==> src/hw/rtl/etbg_pkg.sv <==
package etbg_pkg;

  localparam int PHASE_BITS_DEF      = 32;
  localparam int SINE_TABLE_BITS_DEF = 10;

  localparam int FREQ_W = 17;
  localparam int RATE_W = 18;
  localparam int LEN_W  = 16;
  localparam int MUL_W  = 32;

  // taylor coefficients of sin(pi/2 x), q2.30
  localparam logic [31:0] K1 = 32'd1686629713;
  localparam logic [31:0] K3 = 32'd693598668;
  localparam logic [31:0] K5 = 32'd85569306;
  localparam logic [31:0] K7 = 32'd5026995;
  localparam logic [31:0] K9 = 32'd172272;

  localparam logic [RATE_W-1:0] RATE_RST = 18'd44100;
  localparam logic [LEN_W-1:0]  LEN_RST  = 16'd2205;

  localparam logic [1:0] REG_OUT_RATE = 2'd0;
  localparam logic [1:0] REG_LEN      = 2'd1;
  localparam logic [1:0] REG_STEREO   = 2'd2;

  typedef struct packed {
    logic [FREQ_W-1:0] tone_freq_hz;
    logic              restart;
  } in_t;

  typedef struct packed {
    logic signed [15:0] pcm_sample;
    logic               channel;
    logic               tone_end;
  } out_t;

  typedef enum logic [2:0] {
    S_IDLE, S_MUL, S_EDIV, S_SQRT, S_PDIV, S_DONE
  } state_t;

  typedef enum logic [3:0] {
    OP_PROD, OP_DEN, OP_X2, OP_K7, OP_K5, OP_K3, OP_K1, OP_SX, OP_SCL, OP_MIX
  } mop_t;

endpackage

==> src/hw/rtl/etbg_mul.sv <==
module etbg_mul #(
  parameter int W = etbg_pkg::MUL_W
) (
  input  logic           clk,
  input  logic [W-1:0]   a,
  input  logic [W-1:0]   b,
  output logic [2*W-1:0] p
);

  // registered product
  always_ff @(posedge clk) begin
    p <= (2*W)'(a) * (2*W)'(b);
  end

endmodule

==> src/hw/rtl/enveloped_tone_burst_generator.sv <==
// enveloped tone burst generator, one sample per request
// a new request is taken only while idle; each request runs 10 passes through
//   one shared multiplier, a 32-step envelope divider, a 16-step square
//   root and a (17 + PHASE_BITS)-step phase increment divider
// reset: synchronous, clears phase, frame counter and handshakes, loads register defaults
module enveloped_tone_burst_generator #(
  parameter int PHASE_BITS      = etbg_pkg::PHASE_BITS_DEF,
  parameter int SINE_TABLE_BITS = etbg_pkg::SINE_TABLE_BITS_DEF
) (
  input  logic                         clk,
  input  logic                         rst,
  input  logic                         in_valid,
  output logic                         in_ready,
  input  etbg_pkg::in_t                in_data,
  output logic                         out_valid,
  input  logic                         out_ready,
  output etbg_pkg::out_t               out_data,
  input  logic                         cfg_valid,
  output logic                         cfg_ready,
  input  logic [1:0]                   cfg_index,
  input  logic [etbg_pkg::RATE_W-1:0]  cfg_data
);

  localparam int PDIV_STEPS = etbg_pkg::FREQ_W + PHASE_BITS;
  localparam int CNT_W      = $clog2(PDIV_STEPS + 1);
  localparam int QB         = SINE_TABLE_BITS - 2;
  localparam int FW         = etbg_pkg::FREQ_W;
  localparam int RW         = etbg_pkg::RATE_W;
  localparam int LW         = etbg_pkg::LEN_W;

  // configuration registers
  logic [RW-1:0] out_rate;
  logic [LW-1:0] samples_per_tone;
  logic          stereo;

  // block state
  logic [PHASE_BITS-1:0] phase_acc;
  logic [LW-1:0]         frame;

  // current request
  logic [PHASE_BITS-1:0] ph_cur;
  logic [LW-1:0]         n_cur;
  logic [FW-1:0]         f_cur;

  etbg_pkg::state_t state, state_next;
  etbg_pkg::mop_t   mstep;
  logic             mwait;
  logic [CNT_W-1:0] cnt;

  // shared multiplier
  logic [31:0] mul_a, mul_b;
  logic [63:0] mul_p;

  // envelope path
  logic [31:0] prod, den, er, eq;
  logic [31:0] sv_v, sres, sbit;
  logic [16:0] env;

  // sine path
  logic [31:0] x2, pol, sv;
  logic [14:0] mag;
  logic [16:0] mix;

  // phase increment divider
  logic [RW-1:0]         pr;
  logic [PHASE_BITS-1:0] pq;
  logic [FW-1:0]         fsh;

  logic out_dup;

  // burst length, zero acts as one
  logic [LW-1:0] len;
  logic          in_burst;
  logic          tone_end;
  assign len      = (samples_per_tone == '0) ? LW'(1) : samples_per_tone;
  assign in_burst = n_cur < len;
  assign tone_end = !in_burst || (n_cur == len - LW'(1));

  // sine argument from the top table bits of the phase
  logic [SINE_TABLE_BITS-1:0] idx;
  logic [1:0]                 quad;
  logic [QB:0]                qv;
  logic [31:0]                x;
  assign idx  = ph_cur[PHASE_BITS-1 -: SINE_TABLE_BITS];
  assign quad = idx[SINE_TABLE_BITS-1 -: 2];
  assign qv   = quad[0] ? ((QB+1)'(1) << QB) - {1'b0, idx[QB-1:0]} : {1'b0, idx[QB-1:0]};
  assign x    = 32'(qv) << (30 - QB);

  assign in_ready  = (state == etbg_pkg::S_IDLE);
  // registers change only with nothing in flight
  assign cfg_ready = (state == etbg_pkg::S_IDLE) && !out_valid;

  // multiplier operand select
  always_comb begin
    case (mstep)
      etbg_pkg::OP_PROD: begin
        mul_a = 32'(n_cur);
        mul_b = in_burst ? 32'(len - n_cur) : 32'd0;
      end
      etbg_pkg::OP_DEN: begin
        mul_a = 32'(len);
        mul_b = 32'(len);
      end
      etbg_pkg::OP_X2: begin
        mul_a = x;
        mul_b = x;
      end
      etbg_pkg::OP_K7: begin
        mul_a = etbg_pkg::K9;
        mul_b = x2;
      end
      etbg_pkg::OP_SX: begin
        mul_a = pol;
        mul_b = x;
      end
      etbg_pkg::OP_SCL: begin
        mul_a = sv;
        mul_b = 32'd32767;
      end
      etbg_pkg::OP_MIX: begin
        mul_a = 32'(env);
        mul_b = 32'(mag);
      end
      default: begin
        mul_a = pol;
        mul_b = x2;
      end
    endcase
  end

  etbg_mul #(.W(etbg_pkg::MUL_W)) u_mul (
    .clk (clk),
    .a   (mul_a),
    .b   (mul_b),
    .p   (mul_p)
  );

  // sequencer
  always_ff @(posedge clk) begin
    if (rst) begin
      state <= etbg_pkg::S_IDLE;
    end else begin
      state <= state_next;
    end
  end

  always_comb begin
    state_next = state;
    unique case (state)
      etbg_pkg::S_IDLE: begin
        if (in_valid) state_next = etbg_pkg::S_MUL;
      end
      etbg_pkg::S_MUL: begin
        if (mwait && mstep == etbg_pkg::OP_DEN) state_next = etbg_pkg::S_EDIV;
        else if (mwait && mstep == etbg_pkg::OP_MIX) state_next = etbg_pkg::S_PDIV;
      end
      etbg_pkg::S_EDIV: begin
        if (cnt == CNT_W'(31)) state_next = etbg_pkg::S_SQRT;
      end
      etbg_pkg::S_SQRT: begin
        if (cnt == CNT_W'(15)) state_next = etbg_pkg::S_MUL;
      end
      etbg_pkg::S_PDIV: begin
        if (cnt == CNT_W'(PDIV_STEPS - 1)) state_next = etbg_pkg::S_DONE;
      end
      etbg_pkg::S_DONE: begin
        if (!out_valid) state_next = etbg_pkg::S_IDLE;
      end
      default: state_next = etbg_pkg::S_IDLE;
    endcase
  end

  // divider and square root step values
  logic [32:0]   e_t;
  logic          e_ge;
  logic [32:0]   s_sum;
  logic          s_ge;
  logic [RW:0]   p_t;
  logic          p_ge;
  logic [63:0]   scl;
  logic [16:0]   sat_neg;
  logic signed [15:0] pcm;
  assign e_t   = {er, 1'b0};
  assign e_ge  = e_t >= {1'b0, den};
  assign s_sum = {1'b0, sres} + {1'b0, sbit};
  assign s_ge  = {1'b0, sv_v} >= s_sum;
  assign p_t   = {pr, fsh[FW-1]};
  assign p_ge  = p_t >= {1'b0, out_rate};
  assign scl   = (mul_p + 64'd536870912) >> 30;
  assign sat_neg = (mix > 17'd32768) ? 17'd32768 : mix;
  assign pcm   = (quad[1]) ? -$signed(16'(sat_neg))
                           : ((mix > 17'd32767) ? 16'sd32767 : $signed(16'(mix)));

  // datapath
  always_ff @(posedge clk) begin
    if (rst) begin
      out_rate         <= etbg_pkg::RATE_RST;
      samples_per_tone <= etbg_pkg::LEN_RST;
      stereo           <= 1'b0;
      phase_acc        <= '0;
      frame            <= '0;
      out_valid        <= 1'b0;
      out_dup          <= 1'b0;
      mwait            <= 1'b0;
      mstep            <= etbg_pkg::OP_PROD;
      cnt              <= '0;
    end else begin
      // config writes, taken only while idle
      if (cfg_valid && cfg_ready) begin
        unique case (cfg_index)
          etbg_pkg::REG_OUT_RATE: out_rate         <= cfg_data;
          etbg_pkg::REG_LEN:      samples_per_tone <= cfg_data[LW-1:0];
          etbg_pkg::REG_STEREO:   stereo           <= cfg_data[0];
          default: ;
        endcase
      end

      // output register, second channel copy in stereo
      if (out_valid && out_ready) begin
        if (out_dup) begin
          out_data.channel <= 1'b1;
          out_dup          <= 1'b0;
        end else begin
          out_valid <= 1'b0;
        end
      end

      unique case (state)
        etbg_pkg::S_IDLE: begin
          if (in_valid) begin
            // restart clears phase and frame before this sample
            ph_cur <= in_data.restart ? '0 : phase_acc;
            n_cur  <= in_data.restart ? '0 : frame;
            f_cur  <= in_data.tone_freq_hz;
            mstep  <= etbg_pkg::OP_PROD;
            mwait  <= 1'b0;
          end
        end
        etbg_pkg::S_MUL: begin
          if (!mwait) begin
            mwait <= 1'b1;
          end else begin
            mwait <= 1'b0;
            mstep <= etbg_pkg::mop_t'(mstep + 4'd1);
            case (mstep)
              etbg_pkg::OP_PROD: prod <= mul_p[31:0];
              etbg_pkg::OP_DEN: begin
                den <= mul_p[31:0];
                er  <= prod;
                eq  <= '0;
                cnt <= '0;
              end
              etbg_pkg::OP_X2: x2  <= mul_p[61:30];
              etbg_pkg::OP_K7: pol <= etbg_pkg::K7 - mul_p[61:30];
              etbg_pkg::OP_K5: pol <= etbg_pkg::K5 - mul_p[61:30];
              etbg_pkg::OP_K3: pol <= etbg_pkg::K3 - mul_p[61:30];
              etbg_pkg::OP_K1: pol <= etbg_pkg::K1 - mul_p[61:30];
              etbg_pkg::OP_SX: sv  <= mul_p[61:30];
              etbg_pkg::OP_SCL: mag <= (scl > 64'd32767) ? 15'd32767 : scl[14:0];
              etbg_pkg::OP_MIX: begin
                mix <= mul_p[32:16];
                pr  <= '0;
                pq  <= '0;
                fsh <= f_cur;
                cnt <= '0;
              end
              default: ;
            endcase
          end
        end
        etbg_pkg::S_EDIV: begin
          // prod * 2^32 / den, one quotient bit a cycle
          er  <= e_ge ? 32'(e_t - {1'b0, den}) : e_t[31:0];
          eq  <= {eq[30:0], e_ge};
          cnt <= (cnt == CNT_W'(31)) ? '0 : cnt + CNT_W'(1);
          if (cnt == CNT_W'(31)) begin
            sv_v <= {eq[30:0], e_ge};
            sres <= '0;
            sbit <= 32'h4000_0000;
          end
        end
        etbg_pkg::S_SQRT: begin
          // bitwise integer square root
          if (s_ge) begin
            sv_v <= 32'({1'b0, sv_v} - s_sum);
            sres <= (sres >> 1) + sbit;
          end else begin
            sres <= sres >> 1;
          end
          sbit <= sbit >> 2;
          cnt  <= (cnt == CNT_W'(15)) ? '0 : cnt + CNT_W'(1);
          if (cnt == CNT_W'(15)) begin
            env   <= s_ge ? 17'((sres >> 1) + sbit) : 17'(sres >> 1);
            mstep <= etbg_pkg::OP_X2;
            mwait <= 1'b0;
          end
        end
        etbg_pkg::S_PDIV: begin
          // frac(f / out_rate) * 2^PHASE_BITS by long division
          pr  <= p_ge ? RW'(p_t - {1'b0, out_rate}) : p_t[RW-1:0];
          pq  <= {pq[PHASE_BITS-2:0], p_ge};
          fsh <= {fsh[FW-2:0], 1'b0};
          cnt <= cnt + CNT_W'(1);
        end
        etbg_pkg::S_DONE: begin
          if (!out_valid) begin
            out_data.pcm_sample <= pcm;
            out_data.channel    <= 1'b0;
            out_data.tone_end   <= tone_end;
            out_valid           <= 1'b1;
            out_dup             <= stereo;
            // zero sample rate holds the phase
            phase_acc <= ph_cur + ((out_rate == '0) ? '0 : pq);
            frame     <= tone_end ? '0 : n_cur + LW'(1);
          end
        end
        default: ;
      endcase
    end
  end

endmodule
==> config.mk <==
export PLATFORM = sky130hd
export DESIGN_NAME = enveloped_tone_burst_generator
export DESIGN_NICKNAME = d
export VERILOG_FILES = /design/src/hw/rtl/etbg_pkg.sv /design/src/hw/rtl/etbg_mul.sv /design/src/hw/rtl/enveloped_tone_burst_generator.sv
export SDC_FILE = /design/constraint.sdc
export NUM_CORES = 2
export LEC_CHECK = 0
export BUFFER_PORTS_ARGS = -buffer_cell sky130_fd_sc_hd__buf_2
export CELL_PAD_IN_SITES_DETAIL_PLACEMENT = 1
export CELL_PAD_IN_SITES_GLOBAL_PLACEMENT = 2
export CORE_UTILIZATION = 39
export CTS_BUF_LIST = sky130_fd_sc_hd__clkbuf_8
export DETAILED_ROUTE_END_ITERATION = 10
export PLACE_DENSITY = 0.84
export REMOVE_ABC_BUFFERS = 1
export SLEW_MARGIN = 30
export SYNTH_ARGS = -nofsm -noshare
export SYNTH_HDL_FRONTEND = slang
export SYNTH_HIERARCHICAL = 1
export SYNTH_SLANG_ARGS = --single-unit
==> constraint.sdc <==
create_clock -name clk -period 9.6 [get_ports clk]
set_input_delay 2.88 -clock clk [delete_from_list [all_inputs] [get_ports clk]]
set_output_delay 2.88 -clock clk [all_outputs]
set_load 0.1 [all_outputs]
Yosys cells after proc, flatten, opt, wreduce, memory -nomap -nowiden
Cells that the tools add are included.

storage, ports and cells
  register bits = 681

cells by class
  $add $sub $neg = 18
  order comparisons = 7
  equality and inequality tests = 31
  bitwise logic cells = 2
  multipliers = 1
  muxes and demuxes = 69
  reduce and logical (&&, ||, !) cells = 43

operator list
  kind                                                             number
  two-way mux 32 bit                                               12
  one-hot mux 32 bit (2 select lines)                              5
  one-hot mux 32 bit (6 select lines)                              1
  one-hot mux 32 bit (5 select lines)                              1
  one-hot mux 32 bit (4 select lines)                              1
  two-way mux 16 bit                                               5
  adder 64 x 30 -> 64 bit, second input constant                   1
  multiplier 32 x 32 -> 64 bit                                     1
  subtractor 32 bit                                                2
  two-way mux 31 bit                                               2
  one-hot mux 31 bit (2 select lines)                              1
  two-way mux 18 bit                                               3
  two-way mux 17 bit                                               3
  AND reduction 4 bit                                              11
  one-hot mux 18 bit (2 select lines)                              1
  greater-than comparator 34 x 15 -> 1 bit, second input constant  1
  one-hot mux 17 bit (2 select lines)                              1
  adder 32 x 32 -> 33 bit                                          1
  >= comparator 32 x 33 -> 1 bit                                   1
  >= comparator 33 x 32 -> 1 bit                                   1
  adder 31 x 32 -> 32 bit                                          1
  adder 32 bit                                                     1
  subtractor 23 x 32 -> 32 bit, first input constant               1
  subtractor 27 x 32 -> 32 bit, first input constant               1
  other kinds (55)                                                 112

Logic depth before layout (Yosys ltp)
  depth in word-level cells = 7
  mapped depth = 46
  depth with buffers taken out = 42

Cells and area by module
The synthesis kept the hierarchy.

modules (own cells, without submodules)
  module                          area each (sq um)  sequential area each (sq um)  times used  cells an instance
  enveloped_tone_burst_generator  36434.9            17056.4                       1           3758
  etbg_mul                        34421.8            1281.2                        1           3731

Worst setup path before layout
OpenSTA, ideal clock, no wires.

  path type = reg-to-reg
  start = reg samples_per_tone[9]
  end = reg u_mul.p[61]
  library setup time = 0.073 ns
  arrival time = 10.139 ns
  setup slack = -0.612 ns
  cell stages (with the launch flop) = 45
  path buffers = 5
  clock period less this slack = 10.212 ns
  cell sequence = dfxtp_1 > clkbuf_1 > nor2_1 > nor4b_2 > and3_1 > a21oi_1 > ha_1 > inv_1 > fa_1 > a21o_1 > a21oi_1 > o21ai_0 > a31o_2 > a21oi_1 > o21ai_0 > nand3_1 > nor4bb_1 > buf_2 > [... 9 more ...] > inv_1 > fa_1 > fa_1 > fa_1 > fa_1 > fa_1 > ha_1 > buf_2 > nand4_1 > nor3_1 > o21ai_0 > a21oi_1 > a21oi_2 > nor2_2 > a31o_2 > a31oi_4 > o311a_1 > nor3_2

on the way
  longest elaborated chain between the ends = 6
  elaborated cells on any way between the ends = 8
  those cells by class = add/sub: 1; mul: 1; order compare: 1; mux: 4; reduce/logical: 1

ends and longest elaborated chain
  element                                                                     line                                                                        text
  start, declared                                                             enveloped_tone_burst_generator.sv:33                                        logic [LW-1:0] samples_per_tone;
  start signal, assigned                                                      enveloped_tone_burst_generator.sv:198                                       samples_per_tone <= etbg_pkg::LEN_RST;
  start signal, assigned                                                      enveloped_tone_burst_generator.sv:212                                       etbg_pkg::REG_LEN: samples_per_tone <= cfg_data[LW-1:0];
  logical NOT 16 bit                                                          enveloped_tone_burst_generator.sv:75                                        assign len = (samples_per_tone == '0) ? LW'(1) : samples_per_tone;
  two-way mux 16 bit (*)                                                      enveloped_tone_burst_generator.sv:75
  subtractor 16 x 16 -> 17 bit / < comparator 16 bit (equally long branches)  enveloped_tone_burst_generator.sv:98, enveloped_tone_burst_generator.sv:76
  two-way mux 32 bit (*)                                                      enveloped_tone_burst_generator.sv:98                                        mul_b = in_burst ? 32'(len - n_cur) : 32'd0;
  one-hot mux 32 bit (5 select lines) (*)                                     enveloped_tone_burst_generator.sv:95                                        case (mstep)
  via mul_b[23]                                                               enveloped_tone_burst_generator.sv:51                                        logic [31:0] mul_a, mul_b;
  multiplier 32 x 32 -> 64 bit (*)                                            etbg_mul.sv:12                                                              p <= (2*W)'(a) * (2*W)'(b);
  end signal, assigned                                                        etbg_mul.sv:12
  end, declared                                                               etbg_mul.sv:7                                                               output logic [2*W-1:0] p

Mark *: on every way through the listed nets, which the timed path passes. The rest lies on a longest branch.
A chain may end at the register's enable or synchronous reset.

Final worst setup path
  start = reg samples_per_tone[13]
  end = reg u_mul.p[58]

on the way
  longest elaborated chain between the ends = 6
  elaborated cells on any way between the ends = 8
  those cells by class = add/sub: 1; mul: 1; order compare: 1; mux: 4; reduce/logical: 1

ends and longest elaborated chain
  element                                                                     line
  logical NOT 16 bit                                                          enveloped_tone_burst_generator.sv:75
  two-way mux 16 bit (*)                                                      enveloped_tone_burst_generator.sv:75
  subtractor 16 x 16 -> 17 bit / < comparator 16 bit (equally long branches)  enveloped_tone_burst_generator.sv:98, enveloped_tone_burst_generator.sv:76
  two-way mux 32 bit                                                          enveloped_tone_burst_generator.sv:98
  one-hot mux 32 bit (5 select lines) (*)                                     enveloped_tone_burst_generator.sv:95
  via mul_b[6]                                                                enveloped_tone_burst_generator.sv:51
  multiplier 32 x 32 -> 64 bit (*)                                            etbg_mul.sv:12

Marked as above.

==> impl_metrics.py <==
metrics = {
    "routing": {
        "drc": 0,
        "first_pass_iters": 5,
        "wl_per_cell_um": 22.87,
        "final_antenna_net_count": 0,
        "vias": 56890,
        "drt_iter0_drc": 3542,
        "via_per_inst": 5.481,
        "totalWireLength_um": 237400,
    },
    "setup_path": {
        "slowest_delay_ns": 0.57,
        "critical_path_class": "flip-flop to flip-flop",
        "crit_slowest_cell": "fa_1",
        "critPathMostFrequentCell": "fa_1",
        "end_kind": "flip-flop",
        "path_max_fanout": 13,
        "start_kind": "flip-flop",
        "cp.required_ns": 10.32,
        "worstPathArrival_ns": 10.89,
    },
    "cells_and_area": {
        "multiInputGateArea_mm2": 0.04870,
        "final_cell_mix": "inv_1 (1034), nand2_1 (916), fa_1 (856), and2_1 (643), buf_4 (530)",
        "layout_commonest_cell": "inv_1",
        "syn2layout_area_growth_pct": 16.64,
        "finalCoreUtilization_pct": 45.78,
        "finalNonFillerCells": 10380,
        "nets": 9307,
        "drive_gt1_share_pct": 15.02,
        "seqCellArea_mm2": 0.01834,
        "fillers": 20220,
    },
    "timing": {
        "layout_min_cycle_time_ns": 10.16,
        "finalHoldViolations": 0,
        "tightestPinTransition_ns": 1.014,
        "timing.fmax_mhz": 98.38,
        "finClkSkew_ns": 0.1024,
        "slew_headroom_pct": 32.23,
        "setup_viol": 35,
        "period_share_pct": 105.9,
        "rsz0062_at_grt": "true",
        "slew_violations": 0,
        "setup_slack_ns": -0.5646,
    },
    "placement": {
        "gp_congestion": 0.9094,
        "place_inst": 10040,
        "post-place-ws_ns": -1.188,
        "dp_hpwl_um": 174600,
        "port_buffers": 63,
    },
    "pwr": {
        "power_density_mw_per_mm2": 167.6,
        "irDropWorstVdd_v": 0.0001668,
        "total_power_w": 0.01385,
        "leakagePower_nw": 36.47,
    },
    "die": {
        "ios": 64,
        "fp.dieH_um": 428.2,
        "die_w_um": 428.2,
        "start_util_pct": 39.25,
        "core_mm2": 0.1805,
        "row_count": 156,
        "die_area_mm2": 0.1834,
    },
    "clocking": {
        "clk_pin_slew_worst_paths_ns": 0.06,
        "ctsLongestPathBuffers": 3,
        "cts_hold_buf": 0,
        "numCtsBuffers": 110,
        "tritoncts": "yes",
        "htreeDepth": 3,
        "root_buffer": "clkbuf_8",
        "cts.sinks": 665,
        "clkLatencyLatePin_ns": 0.89,
    },
    "grt": {
        "grt_remaining_overflow": 0,
        "grt-busiest-layer": "met2",
        "grt_pass1_vias": 62240,
        "met2_usage_pct": 43.91,
        "grt_max_degree": 68,
        "antenna_found_initial": 5,
        "grt_use_total_pct": 25.64,
        "gr-usage-met1_pct": 32.68,
        "grt_pass1_wl_um": 366500,
        "met3_usage_pct": 3.680,
    },
    "synthesis": {
        "ys_seq_area_share_pct": 25.88,
        "yosysTopAreaCellShare_pct": 25.48,
        "yosysWarnings": 6,
        "synth-edff-count": 502,
        "syn-instance-count": 7489,
        "ys.flop_type": "edfxtp_1",
        "netlist_area_mm2": 0.07086,
        "synth_top_area_cell": "fa_1",
        "yosysUniqueCellTypes": 115,
        "synthTopCellsByArea": "fa_1 (25%), edfxtp_1 (21%), ha_1 (8.1%)",
        "async_reset_ff_share_pct": 0,
        "syn_avg_cell_area_um2": 9.461,
        "ys_ff_latch": 665,
    },
    "status": {
        "violations": "setup timing",
        "status": "complete, but fails checks",
    },
    "min_path": {
        "hold_path_class": "flip-flop to flip-flop",
    },
    "flow_run": {
        "max_cap_viol_count": 0,
    },
}
==> cells in the mapped netlist (87+ instances only) <==
| library cell | number |
|---|---|
| nor2_1 | 289 |
| nand2_1 | 929 |
| nand3_1 | 114 |
| nor2b_1 | 123 |
| a21o_1 | 87 |
| o21ai_0 | 271 |
| ha_1 | 458 |
| inv_1 | 1020 |
| dfxtp_1 | 163 |
| clkbuf_1 | 371 |
| xnor2_1 | 186 |
| xor2_1 | 116 |
| and2_1 | 657 |
| edfxtp_1 | 502 |
| fa_1 | 902 |
| a21oi_1 | 345 |
==> power breakdown <==
group	switching (W)	internal [W]
clock	0.00133	0.00135
combinational	0.00428	0.00331
sequential	0.000238	0.00335
==> state kept, by name, indices dropped and copies added, names as in the netlist, 18 cells and up <==
signal	count
x2	32
pol	32
ph_cur	32
sres	32
sv	32
pr	18
sv_v	32
den	32
eq	31
prod	32
out_rate	18
out_data	18
u_mul/p	64
phase_acc	32
er	32
pq	32
==> timing repair <==
item                                    in CTS  in global routing
pin swaps                                   92                 55
setup buffers                               93                 30
gates resized for setup                    223                131
endpoints found under the setup margin      47                 48
gates cloned                                 7                  0
==> worst max-delay path: cells and delay by family (launching register included) <==
| family | cells | cell delay [ns] |
|---|---|---|
| buffers and inverters | 9 | 1.00 |
| adder cells (fa/ha/maj) | 10 | 4.53 |
| AND/OR/NAND/NOR | 7 | 1.56 |
| flip-flops | 1 | 0.33 |
| AO/OA/AOI/OAI | 13 | 2.45 |
| XOR/XNOR | 1 | 0.13 |
==> metal layers <==
layer	part of all wire (%)	vias to the layer above
li1	-	25380
met1	42	29390
met4	4.0	0
met3	5.8	472
met2	49	1647
met5	0	-
==> stage by stage <==
stage	area, um^2	setup TNS [ns]	hold WS, ns
detailed placement	77530	-30.03	0.4197
global route	82630	-23.26	0.4209
CTS	81860	-4.790	0.4020
floorplan	69270	-39.62	0.4037
finish	82650	-9.616	0.4179
global placement	77410	-18.62	0.4090
==> cell type report <==
| class | instances | share of cell area (%) |
|---|---|---|
| Multi-Input combinational cell | 5394 | 58.92 |
| Sequential cell | 665 | 22.19 |
| Inverter | 1024 | 4.651 |
| Clock inverter | 89 | 0.7978 |
| Antenna cell | 7 | 0.02119 |
| Tap cell | 2370 | 3.588 |
| Timing Repair Buffer | 709 | 7.830 |
| Clock buffer | 120 | 1.998 |
==> logic make-up after synthesis <==
kind of cell	after synthesis	synth area share (%)
and+or+nand+nor	2478	17.49
buffers and inverters	1430	7.660
adders and majority gates	1360	33.57
AOI/OAI and AO/OA	1219	11.15
DFF	665	25.88
xor gates and xnor gates	302	3.733
muxes	35	0.5139
==> path summary, 6_finish.rpt <==
kind / startpoint / end / slack [ns] / cells after the start
max: samples_per_tone[13] / u_mul/p[58] / -0.56 / 40
min: u_mul/p[2] / den[2] / 0.42 / 0
max reg2reg: samples_per_tone[13] / u_mul/p[58] / -0.56 / 40
min reg2reg: u_mul/p[2] / den[2] / 0.42 / 0
Power figures use the tool's default switching activity.
